`config.mk`:
```
export PLATFORM = sky130hd
export DESIGN_NAME = buffer_pool_rotation_manager
export DESIGN_NICKNAME = d
export VERILOG_FILES = /design/src/bprm_pkg.sv /design/src/bprm_ram.sv /design/src/bprm_ctrl.sv /design/src/buffer_pool_rotation_manager.sv
export SDC_FILE = /design/constraint.sdc
export NUM_CORES = 1
export LEC_CHECK = 0
export CAP_MARGIN = 25
export CORE_MARGIN = 5
export CORE_UTILIZATION = 55
export CTS_CLUSTER_DIAMETER = 40
export DETAILED_ROUTE_END_ITERATION = 10
export DONT_BUFFER_PORTS = 1
export PLACE_DENSITY = 0.8
export RECOVER_POWER = 100
export SLEW_MARGIN = 10
export SYNTH_ARGS = -nofsm -noshare
export SYNTH_HDL_FRONTEND = slang
export SYNTH_SLANG_ARGS = --single-unit
```
`constraint.sdc`:
```
create_clock -name i_clk -period 13.3 [get_ports i_clk]
set_input_delay 2.66 -clock i_clk [delete_from_list [all_inputs] [get_ports i_clk]]
set_output_delay 2.66 -clock i_clk [all_outputs]
set_load 0.02 [all_outputs]
```
`src/bprm_pkg.sv`:
```
// Package for the buffer pool rotation manager.
// Holds the slot-count constants, the command and slot status codes, and the item structs.
`timescale 1ns / 1ps
package bprm_pkg;

    localparam int SLOT_COUNT = 8;
    localparam int SLOT_W     = (SLOT_COUNT > 1) ? $clog2(SLOT_COUNT) : 1;
    localparam int CNT_W      = $clog2(SLOT_COUNT + 1);
    localparam int SEQ_W      = 32;
    localparam int STAT_W     = 32;
    localparam int IDX_W      = 3;
    localparam int HWM_W      = 4;

    typedef enum logic [1:0] {
        CMD_GET_FREE = 2'd0,
        CMD_GET_DONE = 2'd1,
        CMD_FREE     = 2'd2
    } t_cmd;

    typedef enum logic [1:0] {
        SLOT_FREE = 2'd0,
        SLOT_BUSY = 2'd1,
        SLOT_DONE = 2'd2
    } t_slot_st;

    typedef enum logic [2:0] {
        ST_IDLE,
        ST_SCAN,
        ST_WB_OLD,
        ST_WB_NEW,
        ST_DONE
    } t_state;

    typedef struct packed {
        t_slot_st           status;
        logic [SEQ_W-1:0]   seq;
    } t_slot;

    localparam int SLOT_BITS = $bits(t_slot);

    typedef struct packed {
        t_cmd               command;
        logic [IDX_W-1:0]   buffer_index;
    } t_in_item;

    typedef struct packed {
        logic [IDX_W-1:0]   result_index;
        logic               result_valid;
        logic               overrun_now;
        logic [STAT_W-1:0]  gets_total;
        logic [STAT_W-1:0]  frees_total;
        logic [STAT_W-1:0]  overruns_total;
        logic [HWM_W-1:0]   completed_high_water;
    } t_out_item;

    typedef struct packed {
        logic       vld;
        t_out_item  item;
    } t_res;

endpackage

```
`src/bprm_ram.sv`:
```
// Generic single-write, single-read synchronous RAM with registered read data.
// No dependencies.
`timescale 1ns / 1ps
module bprm_ram #(
    parameter int WIDTH = 8,
    parameter int DEPTH = 8
) (
    input  logic                                   i_clk,
    input  logic                                   i_we,
    input  logic [((DEPTH > 1) ? $clog2(DEPTH) : 1)-1:0] i_waddr,
    input  logic [WIDTH-1:0]                       i_wdata,
    input  logic                                   i_re,
    input  logic [((DEPTH > 1) ? $clog2(DEPTH) : 1)-1:0] i_raddr,
    output logic [WIDTH-1:0]                       o_rdata
);

    logic [WIDTH-1:0] r_mem [DEPTH];
    logic [WIDTH-1:0] r_rdata;

    always_ff @(posedge i_clk) begin
        if (i_we) begin
            r_mem[i_waddr] <= i_wdata;
        end
        if (i_re) begin
            r_rdata <= r_mem[i_raddr];
        end
    end

    assign o_rdata = r_rdata;

endmodule

```
`src/bprm_ctrl.sv`:
```
// Command sequencer: scans the slot memory, writes back slot changes, keeps the counters.
// Depends on bprm_pkg and bprm_ram.
`timescale 1ns / 1ps
module bprm_ctrl import bprm_pkg::*; (
    input  logic      i_clk,
    input  logic      i_rst_n,
    input  logic      i_in_valid,
    input  t_in_item  i_in_item,
    output logic      o_busy,
    input  logic      i_out_free,
    output t_res      o_res
);

    t_state                 r_state, n_state;
    t_cmd                   r_cmd, n_cmd;
    logic [CNT_W-1:0]       r_cnt, n_cnt;
    logic                   r_busy_fnd, n_busy_fnd;
    logic [SLOT_W-1:0]      r_busy_idx, n_busy_idx;
    logic                   r_pick_fnd, n_pick_fnd;
    logic [SLOT_W-1:0]      r_pick_idx, n_pick_idx;
    logic [HWM_W-1:0]       r_done_cnt, n_done_cnt;
    logic                   r_low_fnd, n_low_fnd;
    logic [SLOT_W-1:0]      r_low_idx, n_low_idx;
    logic [SEQ_W-1:0]       r_low_seq, n_low_seq;
    logic [SEQ_W-1:0]       r_next_seq, n_next_seq;
    logic [STAT_W-1:0]      r_gets, n_gets;
    logic [STAT_W-1:0]      r_frees, n_frees;
    logic [STAT_W-1:0]      r_ovrs, n_ovrs;
    logic [HWM_W-1:0]       r_hwm, n_hwm;
    logic [IDX_W-1:0]       r_res_idx, n_res_idx;
    logic                   r_res_valid, n_res_valid;
    logic                   r_res_ovr, n_res_ovr;
    logic [SLOT_COUNT-1:0]  r_written;
    logic                   r_rd_written;

    logic                   w_we;
    logic [SLOT_W-1:0]      w_waddr;
    t_slot                  w_wdata;
    logic                   w_re;
    logic [SLOT_W-1:0]      w_raddr;
    logic [SLOT_BITS-1:0]   w_rdata;
    t_slot                  w_entry;
    logic [SLOT_W-1:0]      w_proc_idx;
    logic                   w_res_vld;

    bprm_ram #(
        .WIDTH (SLOT_BITS),
        .DEPTH (SLOT_COUNT)
    ) u_slot_ram (
        .i_clk   (i_clk),
        .i_we    (w_we),
        .i_waddr (w_waddr),
        .i_wdata (w_wdata),
        .i_re    (w_re),
        .i_raddr (w_raddr),
        .o_rdata (w_rdata)
    );

    assign w_entry    = r_rd_written ? t_slot'(w_rdata) : t_slot'('0);
    assign w_proc_idx = SLOT_W'(r_cnt - CNT_W'(1));
    assign w_raddr    = r_cnt[SLOT_W-1:0];

    always_ff @(posedge i_clk) begin
        if (!i_rst_n) begin
            r_state    <= ST_IDLE;
            r_next_seq <= '0;
            r_gets     <= '0;
            r_frees    <= '0;
            r_ovrs     <= '0;
            r_hwm      <= '0;
            r_written  <= '0;
        end else begin
            r_state    <= n_state;
            r_next_seq <= n_next_seq;
            r_gets     <= n_gets;
            r_frees    <= n_frees;
            r_ovrs     <= n_ovrs;
            r_hwm      <= n_hwm;
            if (w_we) begin
                r_written[w_waddr] <= 1'b1;
            end
        end
    end

    always_ff @(posedge i_clk) begin
        r_cmd       <= n_cmd;
        r_cnt       <= n_cnt;
        r_busy_fnd  <= n_busy_fnd;
        r_busy_idx  <= n_busy_idx;
        r_pick_fnd  <= n_pick_fnd;
        r_pick_idx  <= n_pick_idx;
        r_done_cnt  <= n_done_cnt;
        r_low_fnd   <= n_low_fnd;
        r_low_idx   <= n_low_idx;
        r_low_seq   <= n_low_seq;
        r_res_idx   <= n_res_idx;
        r_res_valid <= n_res_valid;
        r_res_ovr   <= n_res_ovr;
        if (w_re) begin
            r_rd_written <= r_written[w_raddr];
        end
    end

    always_comb begin
        n_state     = r_state;
        n_cmd       = r_cmd;
        n_cnt       = r_cnt;
        n_busy_fnd  = r_busy_fnd;
        n_busy_idx  = r_busy_idx;
        n_pick_fnd  = r_pick_fnd;
        n_pick_idx  = r_pick_idx;
        n_done_cnt  = r_done_cnt;
        n_low_fnd   = r_low_fnd;
        n_low_idx   = r_low_idx;
        n_low_seq   = r_low_seq;
        n_next_seq  = r_next_seq;
        n_gets      = r_gets;
        n_frees     = r_frees;
        n_ovrs      = r_ovrs;
        n_hwm       = r_hwm;
        n_res_idx   = r_res_idx;
        n_res_valid = r_res_valid;
        n_res_ovr   = r_res_ovr;
        w_we        = 1'b0;
        w_waddr     = '0;
        w_wdata     = '{status: SLOT_FREE, seq: '0};
        w_re        = 1'b0;
        w_res_vld   = 1'b0;

        case (r_state)
            ST_IDLE: begin
                if (i_in_valid) begin
                    n_cmd       = i_in_item.command;
                    n_cnt       = '0;
                    n_busy_fnd  = 1'b0;
                    n_busy_idx  = '0;
                    n_pick_fnd  = 1'b0;
                    n_pick_idx  = '0;
                    n_done_cnt  = '0;
                    n_low_fnd   = 1'b0;
                    n_low_idx   = '0;
                    n_low_seq   = '0;
                    n_res_idx   = '0;
                    n_res_valid = 1'b0;
                    n_res_ovr   = 1'b0;
                    case (i_in_item.command)
                        CMD_GET_FREE: begin
                            n_gets  = r_gets + STAT_W'(1);
                            n_state = ST_SCAN;
                        end
                        CMD_GET_DONE: begin
                            n_state = ST_SCAN;
                        end
                        CMD_FREE: begin
                            n_res_idx = i_in_item.buffer_index;
                            if (32'(i_in_item.buffer_index) < SLOT_COUNT) begin
                                w_we        = 1'b1;
                                w_waddr     = SLOT_W'(i_in_item.buffer_index);
                                n_frees     = r_frees + STAT_W'(1);
                                n_res_valid = 1'b1;
                            end
                            n_state = ST_DONE;
                        end
                        default: begin
                            n_state = ST_DONE;
                        end
                    endcase
                end
            end

            ST_SCAN: begin
                w_re = (r_cnt < CNT_W'(SLOT_COUNT));
                if (r_cnt != '0) begin
                    if (r_cmd == CMD_GET_FREE) begin
                        case (w_entry.status)
                            SLOT_BUSY: begin
                                if (r_busy_fnd) begin
                                    w_we    = 1'b1;
                                    w_waddr = w_proc_idx;
                                end else begin
                                    n_busy_fnd = 1'b1;
                                    n_busy_idx = w_proc_idx;
                                end
                            end
                            SLOT_FREE: begin
                                n_pick_fnd = 1'b1;
                                n_pick_idx = w_proc_idx;
                            end
                            SLOT_DONE: begin
                                if (r_done_cnt != '1) begin
                                    n_done_cnt = r_done_cnt + HWM_W'(1);
                                end
                            end
                            default: begin
                            end
                        endcase
                    end else if (w_entry.status == SLOT_DONE) begin
                        if (!r_low_fnd || (w_entry.seq < r_low_seq)) begin
                            n_low_fnd = 1'b1;
                            n_low_idx = w_proc_idx;
                            n_low_seq = w_entry.seq;
                        end
                    end
                end
                if (r_cnt == CNT_W'(SLOT_COUNT)) begin
                    if (r_cmd == CMD_GET_FREE) begin
                        n_state = ST_WB_OLD;
                    end else begin
                        n_res_idx   = IDX_W'(n_low_idx);
                        n_res_valid = n_low_fnd;
                        n_state     = ST_DONE;
                    end
                end else begin
                    n_cnt = r_cnt + CNT_W'(1);
                end
            end

            ST_WB_OLD: begin
                if (r_done_cnt > r_hwm) begin
                    n_hwm = r_done_cnt;
                end
                if (r_pick_fnd && r_busy_fnd) begin
                    w_we       = 1'b1;
                    w_waddr    = r_busy_idx;
                    w_wdata    = '{status: SLOT_DONE, seq: r_next_seq};
                    n_next_seq = r_next_seq + SEQ_W'(1);
                end
                n_state = ST_WB_NEW;
            end

            ST_WB_NEW: begin
                n_res_valid = 1'b1;
                if (r_pick_fnd) begin
                    w_we      = 1'b1;
                    w_waddr   = r_pick_idx;
                    w_wdata   = '{status: SLOT_BUSY, seq: '0};
                    n_res_idx = IDX_W'(r_pick_idx);
                end else begin
                    n_ovrs    = r_ovrs + STAT_W'(1);
                    n_res_ovr = 1'b1;
                    if (r_busy_fnd) begin
                        n_res_idx = IDX_W'(r_busy_idx);
                    end else begin
                        w_we      = 1'b1;
                        w_waddr   = '0;
                        w_wdata   = '{status: SLOT_BUSY, seq: '0};
                        n_res_idx = '0;
                    end
                end
                n_state = ST_DONE;
            end

            ST_DONE: begin
                if (i_out_free) begin
                    w_res_vld = 1'b1;
                    n_state   = ST_IDLE;
                end
            end

            default: begin
                n_state = ST_IDLE;
            end
        endcase
    end

    assign o_busy    = (r_state != ST_IDLE);
    assign o_res.vld = w_res_vld;
    assign o_res.item = '{
        result_index:         r_res_idx,
        result_valid:         r_res_valid,
        overrun_now:          r_res_ovr,
        gets_total:           r_gets,
        frees_total:          r_frees,
        overruns_total:       r_ovrs,
        completed_high_water: r_hwm
    };

endmodule

```
`src/buffer_pool_rotation_manager.sv`:
```
// Top level of the buffer pool rotation manager: command sequencer plus output register.
// Depends on bprm_pkg and bprm_ctrl.
//
//  channel | direction | handshake                | payload
//  in      | input     | i_in_valid / o_in_stall  | i_in_item  (t_in_item)
//  out     | output    | o_out_valid / i_out_stall| o_out_item (t_out_item)
//
// One item at a time. Get-free reads the slot memory, one slot read per cycle, then
// writes back the old busy slot and then the newly picked one, and then enters the
// result state; get-completed skips the write-back; a free or unknown command goes
// straight to the result state.
// Reset clears the counters and marks every slot free through per-slot written flags.
// A stalled result holds the sequencer in its final state; the next item waits.
`timescale 1ns / 1ps
module buffer_pool_rotation_manager import bprm_pkg::*; (
    input  logic      i_clk,
    input  logic      i_rst_n,
    input  logic      i_in_valid,
    output logic      o_in_stall,
    input  t_in_item  i_in_item,
    output logic      o_out_valid,
    input  logic      i_out_stall,
    output t_out_item o_out_item
);

    logic       r_out_vld;
    t_out_item  r_out_item;
    logic       w_busy;
    logic       w_out_free;
    t_res       w_res;

    assign w_out_free = !r_out_vld || !i_out_stall;

    bprm_ctrl u_ctrl (
        .i_clk      (i_clk),
        .i_rst_n    (i_rst_n),
        .i_in_valid (i_in_valid),
        .i_in_item  (i_in_item),
        .o_busy     (w_busy),
        .i_out_free (w_out_free),
        .o_res      (w_res)
    );

    always_ff @(posedge i_clk) begin
        if (!i_rst_n) begin
            r_out_vld <= 1'b0;
        end else if (w_res.vld) begin
            r_out_vld <= 1'b1;
        end else if (!i_out_stall) begin
            r_out_vld <= 1'b0;
        end
    end

    always_ff @(posedge i_clk) begin
        if (w_res.vld) begin
            r_out_item <= w_res.item;
        end
    end

    assign o_in_stall  = w_busy;
    assign o_out_valid = r_out_vld;
    assign o_out_item  = r_out_item;

`ifndef SYNTH
    a_no_overwrite: assert property (@(posedge i_clk) disable iff (!i_rst_n)
        w_res.vld |-> w_out_free)
        else $error("result loaded over a waiting item");

    a_one_at_a_time: assert property (@(posedge i_clk) disable iff (!i_rst_n)
        (i_in_valid && !o_in_stall) |=> o_in_stall)
        else $error("second item taken while one is at work");

    a_overrun_valid: assert property (@(posedge i_clk) disable iff (!i_rst_n)
        (o_out_valid && o_out_item.overrun_now) |-> o_out_item.result_valid)
        else $error("overrun reported without a slot");

    a_result_idle: assert property (@(posedge i_clk) disable iff (!i_rst_n)
        w_res.vld |=> !o_in_stall)
        else $error("sequencer did not return to idle after a result");
`endif

endmodule

```
# Word level (Yosys, flattened, before mapping)
# Memory sizes are Yosys's and may differ from the RTL's. A register that Yosys moved wholly into a read port is not among the register bits.
# Cells that the tools add are included.
# totals
reg_bits,309
mem_bits_rw,272
inputBits,9
output_inout_bits,107
word_cells,199
mem_count,1
# op_classes
addsub,7
magnitude_cmp,6
n_eq_ne,25
muxes,96
bitwise_logic,2
reduce_logical,33
# memory_table
name,words,width,read_ports,rd_ports_with_merged_regs,write_ports,line_no,rtl
u_ctrl.u_slot_ram.r_mem,8,34,1,1,1,bprm_ram.sv:17,logic [WIDTH-1:0] r_mem [DEPTH];
# ops
op,n
two-way mux 32 bit,5
"adder 32 x 1 -> 32 bit, second input constant",4
two-way mux 34 bit,3
two-way mux 3 bit,30
one-hot mux 34 bit (2 select lines),1
one-hot mux 32 bit (2 select lines),1
two-way mux 1 bit,33
two-way mux 33 bit,1
less-than comparator 32 bit,1
two-way mux 4 bit,6
one-hot mux 3 bit (2 select lines),3
AND reduction 6 bit,3
"!= test 2 x 1 -> 1 bit, second input constant",8
one-hot mux 4 bit (2 select lines),2
one-hot mux 3 bit (5 select lines),1
AND reduction 3 bit,5
"!= test 2 bit, second input constant",7
one-hot mux 3 bit (4 select lines),1
AND reduction 2 bit,5
AND reduction 5 bit,2
one-hot mux 3 bit (3 select lines),1
"adder 4 x 1 -> 4 bit, second input constant",2
"less-than comparator 3 x 4 -> 1 bit, second input constant",2
bitwise OR 8 bit,1
27 further kinds,41

# Depth between registers and ports, before layout
# Gate-level depths: netlist of the first run.
# depth
ltp_word,11
mapped_depth,10
mapped_depth_nobuf,8

# Hierarchy
# A second synthesis of the first run with hierarchy kept.
# hier_totals
cells_unflattened,1692
hier_area_um2,24921.4
# modules_own_cells
mod,n_inst,cells_each,area_each_um2,seq_area_each_um2
bprm_ram,1,441,11423.5,9188.8
bprm_ctrl,1,1142,10309.9,4664.5
buffer_pool_rotation_manager,1,109,3188.1,3173.0

# Least setup slack after synthesis of the first run
# OpenSTA, ideal clock, no wires.
# synth_path
path_kind,input to register
start,in i_out_stall
end,"reg r_out_item, in the netlist o_out_item[0], enable pin"
setup_ns,0.603
t_arrival_ns,7.746
required_time_ns,12.697
setup_slack_ns,4.951
cell_stages,1
n_path_buf,0
cell_sequence,a21oi_1
# synth_between
elab_chain_cells,4
# synth_rtl
element,line_no,rtl
start: declaration,buffer_pool_rotation_manager.sv:22,"input logic i_out_stall,"
logical NOT 1 bit,n/a,
logical OR 1 bit,buffer_pool_rotation_manager.sv:32,assign w_out_free = !r_out_vld || !i_out_stall;
two-way mux 1 bit,bprm_ctrl.sv:254,if (i_out_free) begin
two-way mux 1 bit,bprm_ctrl.sv:130,case (r_state)
end signal: assignment,buffer_pool_rotation_manager.sv:56,r_out_item <= w_res.item;
end: declaration,buffer_pool_rotation_manager.sv:27,t_out_item r_out_item;
# No other way between the ends.
# A chain may end at the register's enable or synchronous reset.

# Worst setup path after layout of the first run
# layout_path
start,reg u_ctrl.r_cnt[1]
end,"mem u_ctrl.u_slot_ram.r_mem[7][22] (netlist name), enable pin"
# layout_between
elab_chain_cells,6
word_cells_on_any_way,11
cone_classes,add/sub (1); mux (9); reduce/logical (1)
# layout_rtl
element,line_no,rtl
start: declaration,bprm_ctrl.sv:16,"logic [CNT_W-1:0] r_cnt, n_cnt;"
start signal: assignment,bprm_ctrl.sv:87,r_cnt <= n_cnt;
subtractor 3 x 1 -> 3 bit,bprm_ctrl.sv:60,assign w_proc_idx = SLOT_W'(r_cnt - CNT_W'(1));
two-way mux 3 bit,bprm_ctrl.sv:177,if (r_busy_fnd) begin
two-way mux 3 bit,bprm_ctrl.sv:175,case (w_entry.status)
two-way mux 3 bit,bprm_ctrl.sv:174,if (r_cmd == CMD_GET_FREE) begin
two-way mux 3 bit,bprm_ctrl.sv:173,if (r_cnt != '0) begin
one-hot mux 3 bit (4 select lines),bprm_ctrl.sv:130,
end: declaration,bprm_ram.sv:17,
# Several ways; a longest one is shown, not always the timed one.

==> flow_summary.json, run 1 <==
{
  "drt-wirelength-per-cell_um": 21.89,
  "syn_nets": 1717,
  "drtPass1Iterations": 5,
  "fin_cells": 2362,
  "pin_count": 116,
  "final_common_cell": "edfxtp_1",
  "die_y_um": 222.8,
  "routed_via_density": 5.878,
  "grt_usage_pct": 20.77,
  "async_reset_ff_share_pct": 0,
  "num_vias": 13880,
  "grt_pass1_wl_mm": 81.22,
  "fin_crit_sh_pct": 61.08,
  "drive_above_1_share_pct": 13.34,
  "cts_tree": "built",
  "worstMarginPinSlew_ps": 4521,
  "antenna_found_initial": 2,
  "synth_seq_cells": 615,
  "dp.cells": 2220,
  "setup_viol_count_final": 0,
  "crit_type": "reg -> reg",
  "h-tree-depth": 3,
  "final_cell_mix": "edfxtp_1 (471), dfxtp_1 (144), and2_1 (84), clkbuf_16 (82), and2_0 (78)",
  "nets": 1750,
  "cts_hold_buf": 0,
  "die_w_um": 222.8,
  "cts_setup_buffers": 0,
  "failed_checks": "max-capacitance violations, max-slew violations",
  "slew_headroom_pct": -201.4,
  "power_density_mw_per_mm2": 162.4,
  "clk_latency_ps": 610,
  "synth-edff-count": 471,
  "cts_resized": 0,
  "drt_iter0_drc": 1260,
  "ys.flop_type": "edfxtp_1",
  "grt_max_degree": 150,
  "fin_setup_tns_ps": 0,
  "synth_area_mm2": 0.02490,
  "rsz0062_at_grt": "no",
  "area_growth_pct": 12.74,
  "ys_types": 58,
  "cts_made_buffers": 77,
  "start_kind": "register",
  "ant_nets": 0,
  "row_count": 78,
  "routabilityCongestion": 0.8078,
  "synth_cells": 1666,
  "leakagePower_nw": 9.752,
  "min_period_ps": 8123,
  "hpwl_mm": 30.64,
  "crit_fanout": 74,
  "cts-root-buf": "clkbuf_16",
  "skew_ps": 29.11,
  "final-max-slew-violation-count": 553,
  "synth_warnings": 0,
  "holdPathStages": 0,
  "arrival_ps": 8320,
  "timing.hold.ws_ps": 425.4,
  "coreArea_mm2": 0.04509,
  "remaining_drc_errors": 0,
  "ys_seq_area_share_pct": 68.38,
  "avgSynthCellArea_um2": 14.95,
  "status": "finished, violations left",
  "hold_viol_final": 0,
  "dieArea_mm2": 0.04963,
  "p_total_mw": 4.559,
  "grt_pass1_vias": 14390,
  "worstSetupEndpointType": "register",
  "seqCellArea_mm2": 0.01703,
  "cts_buffer_depth": 3,
  "overflow": 0,
  "reg2reg_depth": 9,
  "min_path_type": "reg -> reg",
  "fmax_mhz": 123.1,
  "start_util_pct": 55.23,
  "port-buffer-count": 0,
  "cts_sinks": 615,
  "finalWirelength_mm": 51.71,
  "cap_violations": 14,
  "multiInputGateArea_mm2": 0.007363,
  "antennaDiodeCount": 0,
  "cts.clk_slew.worst_paths_ps": 60,
  "fill_cells": 3137,
  "vdd_drop_max_mv": 0.1142,
  "required_ps": 13490
}
-- per-layer routing --
metal,track usage (%),wire (um),up-vias
met5,0,0,-
met2,35.45,26370,547
met3,3.964,3534,94
met4,7.055,1347,0
met1,26.99,20460,6960
li1,-,-,6283
-- sequential cells by signal (all words and copies together), names as in the netlist, 2 cells and up --
register / flops
u_ctrl.u_slot_ram.r_mem: 272
u_ctrl.r_written: 8
u_ctrl.r_done_cnt: 4
u_ctrl.r_next_seq: 32
u_ctrl.r_hwm: 4
u_ctrl.u_slot_ram.o_rdata: 34
u_ctrl.r_state: 3
u_ctrl.r_gets: 32
u_ctrl.r_low_seq: 32
u_ctrl.r_ovrs: 32
u_ctrl.r_cmd: 2
u_ctrl.r_res_idx: 3
u_ctrl.r_pick_idx: 3
u_ctrl.r_low_idx: 3
o_out_item: 105
u_ctrl.r_cnt: 4
u_ctrl.r_frees: 32
u_ctrl.r_busy_idx: 3
-- synthesized netlist by cell type (34+ instances only) --
| cell type | number | share of area, % |
|---|---|---|
| mux2_2 | 35 | 1.6 |
| xnor2_1 | 68 | 2.4 |
| clkbuf_1 | 57 | 0.86 |
| nand4_1 | 34 | 0.85 |
| and3_1 | 62 | 1.6 |
| edfxtp_1 | 471 | 57 |
| dfxtp_1 | 144 | 12 |
| xor2_1 | 35 | 1.2 |
| mux4_2 | 70 | 6.3 |
| nor2_1 | 50 | 0.75 |
| nand3_1 | 44 | 0.88 |
| nand2_1 | 77 | 1.2 |
| ha_1 | 42 | 2.1 |
| and2_1 | 161 | 4.0 |
| o21ai_0 | 39 | 0.78 |
| inv_1 | 58 | 0.87 |
-- through the flow --
step	setup WS (ps)	area, um^2	utilization, %
finish	5177	28070	62.26
global route	4703	28070	62.26
CTS	8796	28340	62.85
detailed placement	8195	25720	57.05
global placement	7965	25600	56.77
floorplan	4951	24900	-
-- where the power goes --
| group | internal (mW) | switching [mW] | leakage [nW] |
|---|---|---|---|
| Combinational | 0.129 | 0.158 | 2.87 |
| Clock | 1.25 | 0.830 | 1.26 |
| Sequential | 2.14 | 0.0602 | 5.61 |
| Total | 3.51 | 1.05 | 9.75 |
-- logic make-up (layout without fill, tap and decap cells) --
family,after synthesis,count (layout),share of synthesized area [%]
compound gates,123,123,3.196
simple gates,545,545,12.52
fa+ha+maj,42,42,2.110
flops,615,615,68.38
buf+inv,127,223,2.015
xor+xnor,103,103,3.623
mux,111,111,8.155
-- critical path, stage by stage, from the launching register on --
cell	delay [ps]
edfxtp_1	320
clkbuf_1	3130
inv_1	230
ha_1	410
nor3b_1	170
nand4b_1	340
o211ai_1	660
nand2_1	150
nor2_1	980
clkbuf_1	1290
-- final cells by class --
cell class,instances,share of cell area [%]
clock buffer,95,7.590
clock inverter,47,1.725
tap,600,2.674
timing repair buffer,22,0.3343
inverter,59,0.7934
sequential,615,60.65
multi-input combinational,924,26.23
-- path summary, 6_finish.rpt --
check	end	from	slack [ps]
setup / recovery	u_ctrl.u_slot_ram.r_mem[7][22]$_DFFE_PP_	u_ctrl.r_cnt[1]$_SDFFCE_PN0P_	5180
hold / removal	o_out_item[1]$_DFFE_PP_	u_ctrl.r_hwm[1]$_SDFFE_PN0P_	430
setup reg to reg	u_ctrl.u_slot_ram.r_mem[7][22]$_DFFE_PP_	u_ctrl.r_cnt[1]$_SDFFCE_PN0P_	5180
hold reg to reg	o_out_item[1]$_DFFE_PP_	u_ctrl.r_hwm[1]$_SDFFE_PN0P_	430
Note: power is estimated with default switching activity, not from simulation.
==> inputs of run 2 (changes only) <==
Clock period 13.3 ns to 7.8 ns, I/O delays scaled along.
==> flow_summary.json, run 2 (synthesis gave the netlist of run 1 again) <==
{
  "status": "finished, violations left",
  "failed_checks": "max-capacitance violations, max-slew violations",
  "grt_max_degree": 150,
  "coreArea_mm2": 0.04509,
  "worstMarginPinSlew_ps": 3271,
  "die_y_um": 222.8,
  "antenna_found_initial": 1,
  "max_stage_delay_ps": 870,
  "drt-wirelength-per-cell_um": 20.95,
  "power.sequential.fraction_pct": 48.4,
  "arrival_ps": 5050,
  "cts-root-buf": "clkbuf_16",
  "reg2reg_from": "u_ctrl.r_state[0]$_SDFFE_PN0P_",
  "vdd_drop_max_mv": 0.2276,
  "fmax_mhz": 207.1,
  "overflow": 0,
  "final-max-slew-violation-count": 218,
  "grt_pass1_wl_mm": 78.09,
  "h-tree-depth": 3,
  "groute.layer.met3.usage_pct": 4.426,
  "worstSetupEndpointType": "register",
  "fin_setup_tns_ps": 0,
  "drtPass1Iterations": 5,
  "start_kind": "register",
  "row_count": 78,
  "min_from": "u_ctrl.r_frees[22]$_SDFFE_PN0P_",
  "cts_setup_buffers": 0,
  "r2r_slack_ps": 2970,
  "routabilityCongestion": 0.8056,
  "slew_headroom_pct": -118.1,
  "drive_above_1_share_pct": 13.78,
  "cts_hold_buf": 0,
  "top_register": "u_ctrl.u_slot_ram.r_mem",
  "setup_ws_ps": 2971,
  "final_cell_mix": "edfxtp_1 (471), dfxtp_1 (144), and2_1 (81), and2_0 (81), clkbuf_16 (80)",
  "skew_ps": 15.01,
  "met1_usage_pct": 26.87,
  "path_buf_inv": 3,
  "setup_viol_count_final": 0,
  "holdPathStages": 0,
  "clk_latency_ps": 590,
  "leakagePower_nw": 9.835,
  "crit_fanout": 35,
  "p_total_mw": 7.744,
  "area_growth_pct": 12.98,
  "timing.hold.ws_ps": 439.6,
  "min_to": "o_out_item[58]$_DFFE_PP_",
  "rsz0062_at_grt": "no",
  "switchingPower_mw": 1.731,
  "final_common_cell": "edfxtp_1",
  "finalWirelength_mm": 49.37,
  "sw_frac_of_total_pct": 22.35,
  "grt_usage_pct": 19.94,
  "fin_cells": 2356,
  "port-buffer-count": 0,
  "largest_reg_flops": 272,
  "start_util_pct": 55.23,
  "cts_buffer_depth": 3,
  "crit_type": "reg -> reg",
  "ant_nets": 0,
  "die_w_um": 222.8,
  "use_met2_pct": 32.76,
  "pre_cts_slack_ps": 3650,
  "hpwl_mm": 29.05,
  "routed_via_density": 5.834,
  "power_density_mw_per_mm2": 275.3,
  "num_vias": 13750,
  "antennaDiodeCount": 0,
  "p_clk_share_pct": 45.5,
  "cts_tree": "built",
  "cp_top_family": "buffers and inverters",
  "hold_viol_final": 0,
  "nets": 1747,
  "drt_iter0_drc": 1234,
  "crit_slowest_cell": "clkbuf_1",
  "required_ps": 8020,
  "cts_resized": 0,
  "dieArea_mm2": 0.04963,
  "dp.cells": 2219,
  "worstPathCellList": "nor2b_1 -> nand2_1 -> inv_1 -> clkbuf_1 -> nand4b_1 -> o211ai_1 -> nand2_1 -> nor2_4 -> buf_4",
  "r2r-end": "u_ctrl.u_slot_ram.r_mem[6][29]$_DFFE_PP_",
  "gr-max-usage-layer": "met2",
  "grt_pass1_vias": 14050,
  "cap_violations": 6,
  "internal_power_mw": 6.013,
  "cp_common_cell": "nand2_1",
  "min_path_type": "reg -> reg",
  "min_period_ps": 4829,
  "remaining_drc_errors": 0,
  "cts_made_buffers": 74,
  "pin_count": 116,
  "combPwrFrac_pct": 6.1,
  "cts_sinks": 615,
  "cts.clk_slew.worst_paths_ps": 60,
  "reg2reg_depth": 9,
  "fin_crit_sh_pct": 61.91
}
==> run 2: changes by cell type in the layout (fill, tap and decap cells not counted), moves of 4 or more <==
cell      before  now
mux2_2        27   23
buf_4          3   13
clkbuf_1      29   14
mux2_1         8   12
==> run 2: how the worst max path moves through the flow <==
stage / cells past startpoint / to / startpoint / slack, ps
after floorplan: 1 / o_out_item[0]$_DFFE_PP_ / i_out_stall / 550
after global placement: 8 / u_ctrl.u_slot_ram.r_mem[6][26]$_DFFE_PP_ / u_ctrl.r_state[0]$_SDFFE_PN0P_ / 3430
after detailed placement: 9 / u_ctrl.u_slot_ram.r_mem[6][26]$_DFFE_PP_ / u_ctrl.r_state[0]$_SDFFE_PN0P_ / 3650
after CTS: 9 / u_ctrl.u_slot_ram.r_mem[6][22]$_DFFE_PP_ / u_ctrl.r_state[0]$_SDFFE_PN0P_ / 3620
after global routing: 4 / u_ctrl.u_slot_ram.o_rdata[33]$_DFFE_PP_ / u_ctrl.r_cnt[0]$_SDFFCE_PN0P_ / 2350
final: 9 / u_ctrl.u_slot_ram.r_mem[6][29]$_DFFE_PP_ / u_ctrl.r_state[0]$_SDFFE_PN0P_ / 2970
==> run 2: through the flow <==
stage | instance area [um^2] | util, %
6_report | 28130 | 62.40
5_1_grt | 28130 | 62.40
4_1_cts | 28260 | 62.68
3_5_place_dp | 25680 | 56.95
3_3_place_gp | 25620 | 56.82
2_1_floorplan | 24900 | -
==> run 2: routing by layer <==
metal  wire, um  share of wire [%]
met1      20720                 42
met2      24240                 49
met3       3084                6.2
met4       1324                2.7
met5          0                  0
==> run 2: layout make-up <==
type                       instances  area, um^2
inverter                          59       222.7
fill                            3155       16960
sequential                       615       17030
clock inverter                    46       506.7
multi-input combinational        924        7392
tap                              600       750.7
timing repair buffer              22       155.1
clock buffer                      90        2079
==> run 2: power by group through the flow <==
stage	Combinational [mW]	Sequential [mW]	Clock, mW
6_report	0.473	3.74	3.53
5_1_grt	0.520	3.75	3.74
4_1_cts	0.486	3.74	3.59
3_5_place_dp	0.478	3.81	0
3_3_place_gp	0.459	3.81	0
2_1_floorplan	0.364	3.80	0
